===== config.mk =====
export PLATFORM = sky130hd
export DESIGN_NAME = dfht_ctrl
export DESIGN_NICKNAME = d
export VERILOG_FILES = /design/src/design/dfht_pkg.sv /design/src/design/dfht_ctrl.sv
export SDC_FILE = /design/constraint.sdc
export NUM_CORES = 1
export LEC_CHECK = 0
export ABC_CLOCK_PERIOD_IN_PS = 2100
export BUFFER_PORTS_ARGS = -buffer_cell sky130_fd_sc_hd__buf_2
export CAP_MARGIN = 20
export CORE_AREA = 2 2 39 41
export CTS_BUF_LIST = sky130_fd_sc_hd__clkbuf_16
export DETAILED_ROUTE_END_ITERATION = 12
export DIE_AREA = 0 0 41 43
export GPL_TIMING_DRIVEN = 1
export SYNTH_ARGS = -nofsm -noshare
export SYNTH_HDL_FRONTEND = slang
export SYNTH_SLANG_ARGS = --single-unit

===== constraint.sdc =====
create_clock -name clk_i -period 2.1 [get_ports clk_i]
set_input_delay 0.21 -clock clk_i [delete_from_list [all_inputs] [get_ports clk_i]]
set_output_delay 0.21 -clock clk_i [all_outputs]
set_load 0.1 [all_outputs]

===== src/design/dfht_pkg.sv =====
// Package for the dominance filtered hit table.
// Holds the opcode codes, the controller command and status structs.
`timescale 1ns / 1ps

package dfht_pkg;

  localparam logic OP_OFFER = 1'b0;
  localparam logic OP_CLEAR = 1'b1;

  typedef enum logic [5:0] {
    ST_IDLE  = 6'b000001,
    ST_SCAN  = 6'b000010,
    ST_WAIT  = 6'b000100,
    ST_JUDGE = 6'b001000,
    ST_WRITE = 6'b010000,
    ST_OUT   = 6'b100000
  } state_e;

  typedef struct packed {
    logic load;
    logic clear;
    logic scan_start;
    logic scan_step;
    logic judge;
    logic commit;
    logic out_load;
  } dp_cmd_t;

  typedef struct packed {
    logic is_clear;
    logic scan_done;
  } dp_sts_t;

endpackage


===== src/design/dfht_ctrl.sv =====
// Controller of the dominance filtered hit table: sequences load, scan,
// judge, write and result beats. Uses dfht_pkg.
`timescale 1ns / 1ps

module dfht_ctrl import dfht_pkg::*; (
  input  logic    clk_i,
  input  logic    rst_ni,
  input  logic    in_valid_i,
  output logic    in_stall_o,
  output logic    out_valid_o,
  input  logic    out_stall_i,
  output dp_cmd_t cmd_o,
  input  dp_sts_t sts_i
);

  state_e state_q, state_d;
  logic   ovld_q, ovld_d;

  always_comb begin
    state_d = state_q;
    ovld_d  = ovld_q;
    cmd_o   = '0;
    if (ovld_q && !out_stall_i) ovld_d = 1'b0;
    case (state_q)
      ST_IDLE: begin
        if (in_valid_i) begin
          cmd_o.load = 1'b1;
          state_d    = ST_SCAN;
        end
      end
      ST_SCAN: begin
        if (sts_i.is_clear) begin
          cmd_o.clear = 1'b1;
          state_d     = ST_OUT;
        end else begin
          cmd_o.scan_start = 1'b1;
          state_d          = ST_WAIT;
        end
      end
      ST_WAIT: begin
        cmd_o.scan_step = 1'b1;
        if (sts_i.scan_done) begin
          cmd_o.scan_step = 1'b0;
          state_d = ST_JUDGE;
        end
      end
      ST_JUDGE: begin
        cmd_o.judge = 1'b1;
        state_d     = ST_WRITE;
      end
      ST_WRITE: begin
        cmd_o.commit = 1'b1;
        state_d      = ST_OUT;
      end
      ST_OUT: begin
        if (!ovld_q || !out_stall_i) begin
          cmd_o.out_load = 1'b1;
          ovld_d         = 1'b1;
          state_d        = ST_IDLE;
        end
      end
      default: state_d = ST_IDLE;
    endcase
  end

  always_ff @(posedge clk_i or negedge rst_ni) begin
    if (!rst_ni) begin
      state_q <= ST_IDLE;
      ovld_q  <= 1'b0;
    end else begin
      state_q <= state_d;
      ovld_q  <= ovld_d;
    end
  end

  assign in_stall_o  = state_q != ST_IDLE;
  assign out_valid_o = ovld_q;

endmodule


After elaboration in Yosys (flattened, before gate mapping):

Index checks and enable logic that the tools add are counted.

* reduce and logical (&&, ||, !) cells: 5
* muxes and demuxes: 19
* equal/unequal tests: 10

Operator list (number)
* one-hot mux 6 bit (6 select lines): 1
* 2-to-1 mux 6 bit: 4
* 2-to-1 mux 1 bit: 13
* == test 6 x 1 -> 1 bit (second input constant): 1
* == test 6 x 2 -> 1 bit (second input constant): 1
* == test 6 x 3 -> 1 bit (second input constant): 1
* == test 6 x 4 -> 1 bit (second input constant): 1
* == test 6 x 5 -> 1 bit (second input constant): 1
* == test 6 bit (second input constant): 1
* != test 2 bit (second input constant): 3
* != test 6 x 1 -> 1 bit (second input constant): 1
* AND reduction 3 bit: 1
* logical NOT 1 bit: 2
* 2-to-1 mux 2 bit: 1
* logical AND 1 bit: 1
* logical OR 1 bit: 1

* register bits after elaboration: 7
* output and inout port bits: 9
* logic and storage cells: 36
* input port bits: 6

Logic depth before layout (Yosys ltp):

* depth after elaboration: 5
* mapped depth: 5
* mapped depth without buffers: 4

Worst setup path after synthesis:

No wires, ideal clock.

* path kind: register -> output
* start point: register state_q[1]
* end point: output port cmd_o[2] (netlist bit)
* slack: -1247 ps
* cell stages (with the launch flop): 3
* path buffers: 0
* required time: 1890 ps
* arrival: 3137 ps
* path through: dfrtp_1 or4_4 nor3b_1

RTL lines
* start, declared: line dfht_ctrl.sv:16 `state_e state_q, state_d;`
* start signal, assigned: line dfht_ctrl.sv:71 `state_q <= state_d;`
* end, declared: line dfht_ctrl.sv:12 `output dp_cmd_t cmd_o,`

==> impl_results.md <==
- Outcome: finished, violations left
- Violations in the final reports: setup timing
- Maximum number of pins on one net before global-route repair: 9
- Clock-pin transition on the worst setup and hold timing paths: about 0.04 ns
- Global routing usage on met1: 0.2244
- Start point of the worst min-delay path: sts_i[0]
- Number of ports placed on the die boundary: 15
- Mean Syn Cell Area: slightly below 9 µm²
- Area used by sequential logic in the layout: roughly 180 µm²
- Detailed Route WL: between 1 and 1.5 mm
- Path type of the worst setup path: register to output port
- Final Wtd Congestion: about 0.87
- Number of max-slew violations in the final report: 0
- Routed via count divided by cell count: 4.793
- Die Footprint: 1763 µm²
- First-pass GRT wire length: ~1.9 mm
- Critical Path End Type: output port
- Nets in the synthesized netlist: 50
- Unrepaired setup endpoints after global routing: yes
- Violation count after the first detailed-routing iteration: 6
- Met2 layer usage reported by global route: 0.2125
- Placed instance area: 514.2 µm²
- Number of sinks driven by the clock tree: 7
- Share of the synthesized area in the top cell type: 0.3859
- Buffer depth of the longest clock path: 2
- Slew at the pin closest to its max-slew limit: 0.4861 ns
- Synth Cell Area: roughly 400 µm²
- Largest incremental delay on the critical path: around 0.52 ns
- Diodes inserted: 0
- Fill cell count: 118
- Cell type contributing the most total cell area after synthesis: sky130_fd_sc_hd__dfrtp_1
- Count of buffers inserted at the top-level ports: 14
- Maximum achievable frequency: ~470 MHz
- IR drop worst, VDD: approximately 1.3 mV
- Number of buffer and inverter stages on the critical path: 1
- Most frequent cells after synthesis: sky130_fd_sc_hd__nor2_1 (7), sky130_fd_sc_hd__dfrtp_1 (6), sky130_fd_sc_hd__nand2_1 (5)
- Critical Path Start: state_q[5]$_DFFE_PN0P_
- Standard cell core area: between 1000 and 1500 µm²
- Source of the worst register-to-register timing path: state_q[5]$_DFFE_PN0P_
- Total non-filler cell area in the finished layout: ~690 µm²
- Register bit count reported by yosys: 7
- Die Y-Extent: 43 µm
- Largest delay share family, worst path: simple AND/OR/NAND/NOR gates
- Reported leakage power: 0.0003548 µW
- Final antenna-violating net count: 0
- Busiest grt layer: met1
- Final Cycle Share: 1.003
- Number of nets at the end of the flow: 78
- Crit path arrival time: approximately 1.9 ns
- Layout overhead on the synthesized area: 77.49%
- Largest fanout of any net on the critical path: 2
- Clock tree skew after final layout: 0.004875 ns
- Min Hold Slack: between 0.2 and 0.25 ns
- TritonCTS clock tree: yes
- Number of antenna violations at the first check in global routing: 0
- DPL Wire Length: between 600 and 700 µm
- Global routing usage on met3: 0.01571
- Time the final worst path needs with I/O delays and setup: 2.106 ns
- Total gr overflow: 0
- Clock tree root driver cell: sky130_fd_sc_hd__clkbuf_16
- Critical path's slowest cell: sky130_fd_sc_hd__or4_4
- Sequential element share of the synthesized area: 0.4534
- Post-route DRC: 0
- Required time at the endpoint of the critical path: 1.89 ns
- Syn Inst Count: 44
- Synth warnings: 0
- Pwr dens: 1519 nW/µm²
- Most used DFF post-synth: sky130_fd_sc_hd__dfrtp_1
- TritonRoute pass-1 iters: 4
- Area taken by multi-input logic gates: 225.2 µm²
- Number of standard-cell rows in the floorplan: 14
- Least setup slack across all paths after layout: -0.005679 ns
- Cells traversed along the worst timing path: or4_4 > or3b_4 > nor2_4 > buf_12
- Number of vias after detailed routing: 417
- Class of the most critical hold timing path: input pin to register
- Most common cell in the synthesized netlist: sky130_fd_sc_hd__nor2_1
- Number of max-capacitance violations reported: 0
- Clock network latency to the later pin of the worst-skew pair: ~0.23 ns
- Starting density of the core: 0.2812
- Async set-or-reset flop fraction in the synthesized netlist: 1.000
- Share of post-route cells with drive strength above 1: 0.5211
- GR Util All Layers: 0.1559
- Overall die width: around 41 µm
- Depth of the CTS H-tree: 1
- Remaining max-slew budget at the tightest pin: 0.6782
- DR WL/cell: roughly 13 µm
- Total count of hold-check failures in the final report: 0
- Setup crit start kind: register
- EDFF count, synth: 0
- Number of distinct library cells after synthesis: 25
- Final setup viols: 1
- Setup tns final: -0.005679 ns
- Vias in the first global route: between 300 and 400
- Leading post-synthesis cells by cell area: sky130_fd_sc_hd__dfrtp_1 (39%), sky130_fd_sc_hd__dfstp_2 (6.8%), sky130_fd_sc_hd__nor2_1 (6.8%), sky130_fd_sc_hd__nand2_1 (4.8%), sky130_fd_sc_hd__nor3b_1 (3.9%)
- Number of buffers created by CTS: 3
cell families (layout without fill, tap and decap cells):
| kind of cell | count (synthesis) | count (layout) | share of synthesized area |
|---|---|---|---|
| and+or+nand+nor | 25 | 25 | 0.3762 |
| xor gates and xnor gates | 1 | 1 | 0.02251 |
| DFF | 7 | 7 | 0.4534 |
| AOI/OAI and AO/OA | 7 | 7 | 0.1093 |
| buffers and inverters | 4 | 31 | 0.03860 |
layer usage:
layer	up-vias	share of wire	routed length (µm)
li1	207	-	-
met3	4	0.027	31
met1	195	0.45	506
met4	0	0.030	34
met2	11	0.49	559
met5	-	0	0
timing repair:
| item | 4_1_cts | 5_1_grt |
|---|---|---|
| resized for setup | 0 | 5 |
| pin swaps | 3 | 3 |
| endpoints found under the setup margin | 1 | 5 |
| buffers inserted | 7 | 3 |
| hold buffers | 1 | 0 |
| endpoints found under the hold margin | 6 | 0 |
cell type report:
| class | count | share of cell area |
|---|---|---|
| Sequential cell | 7 | 0.2554 |
| Timing Repair Buffer | 25 | 0.2645 |
| Clock inverter | 1 | 0.005435 |
| Multi-Input combinational cell | 33 | 0.3261 |
| Tap cell | 16 | 0.02899 |
| Inverter | 2 | 0.01087 |
| Clock buffer | 3 | 0.1087 |
worst paths after layout:
path | depth (start not counted) | slack (ns) | to
setup / recovery | 4 | -0.006 | cmd_o[3]
hold / removal | 2 | 0.22 | state_q[2]$_DFFE_PN0P_
setup reg to reg | 6 | 0.29 | state_q[0]$_DFFE_PN1P_
hold reg to reg | 2 | 0.55 | out_valid_o$_DFF_PN0_
max in group asynchronous | 2 | 1.53 | state_q[0]$_DFFE_PN1P_
min in group asynchronous | 2 | 0.34 | out_valid_o$_DFF_PN0_
placed cells by master (no fill, tap or decap), drive strengths merged:
cell type     n
xor2          1
a211oi        1
and4b         1
or4           1
o211ai        1
inv           3
or3           1
o21ai         2
and2b         1
a21oi         1
buf          19
nand2         5
dfstp         1
nor3b         2
dfrtp         6
nor2b         1
a31oi         1
dlygate4sd3   1
nor4          1
nor2          8
o22ai         1
or3b          1
nand3         1
and3          1
clkbuf        8
nor3          1
stage by stage:
step | util | power, µW | cells | worst slack (ns)
after global placement | 0.3716 | 637.8 | 72 | 0.2103
after global routing | 0.4991 | 1094 | 87 | -0.03240
after detailed placement | 0.3716 | 639.8 | 72 | 0.1920
after CTS | 0.4738 | 1012 | 84 | 0.002937
after floorplan | - | 575.6 | 44 | -0.2535
final | 0.4991 | 1049 | 87 | -0.005679
sequential cells by signal, summed over array words and instances (netlist names):
| name | flops |
|---|---|
| out_valid_o | 1 |
| state_q | 6 |
power breakdown:
group          switching, µW  leakage [µW]  internal, µW
clock network           80.8     0.0000423           249
registers               25.6     0.0000930           169
logic                    363      0.000220           163
total                    469      0.000355           580
No activity file was read; power rests on OpenSTA's default activity.
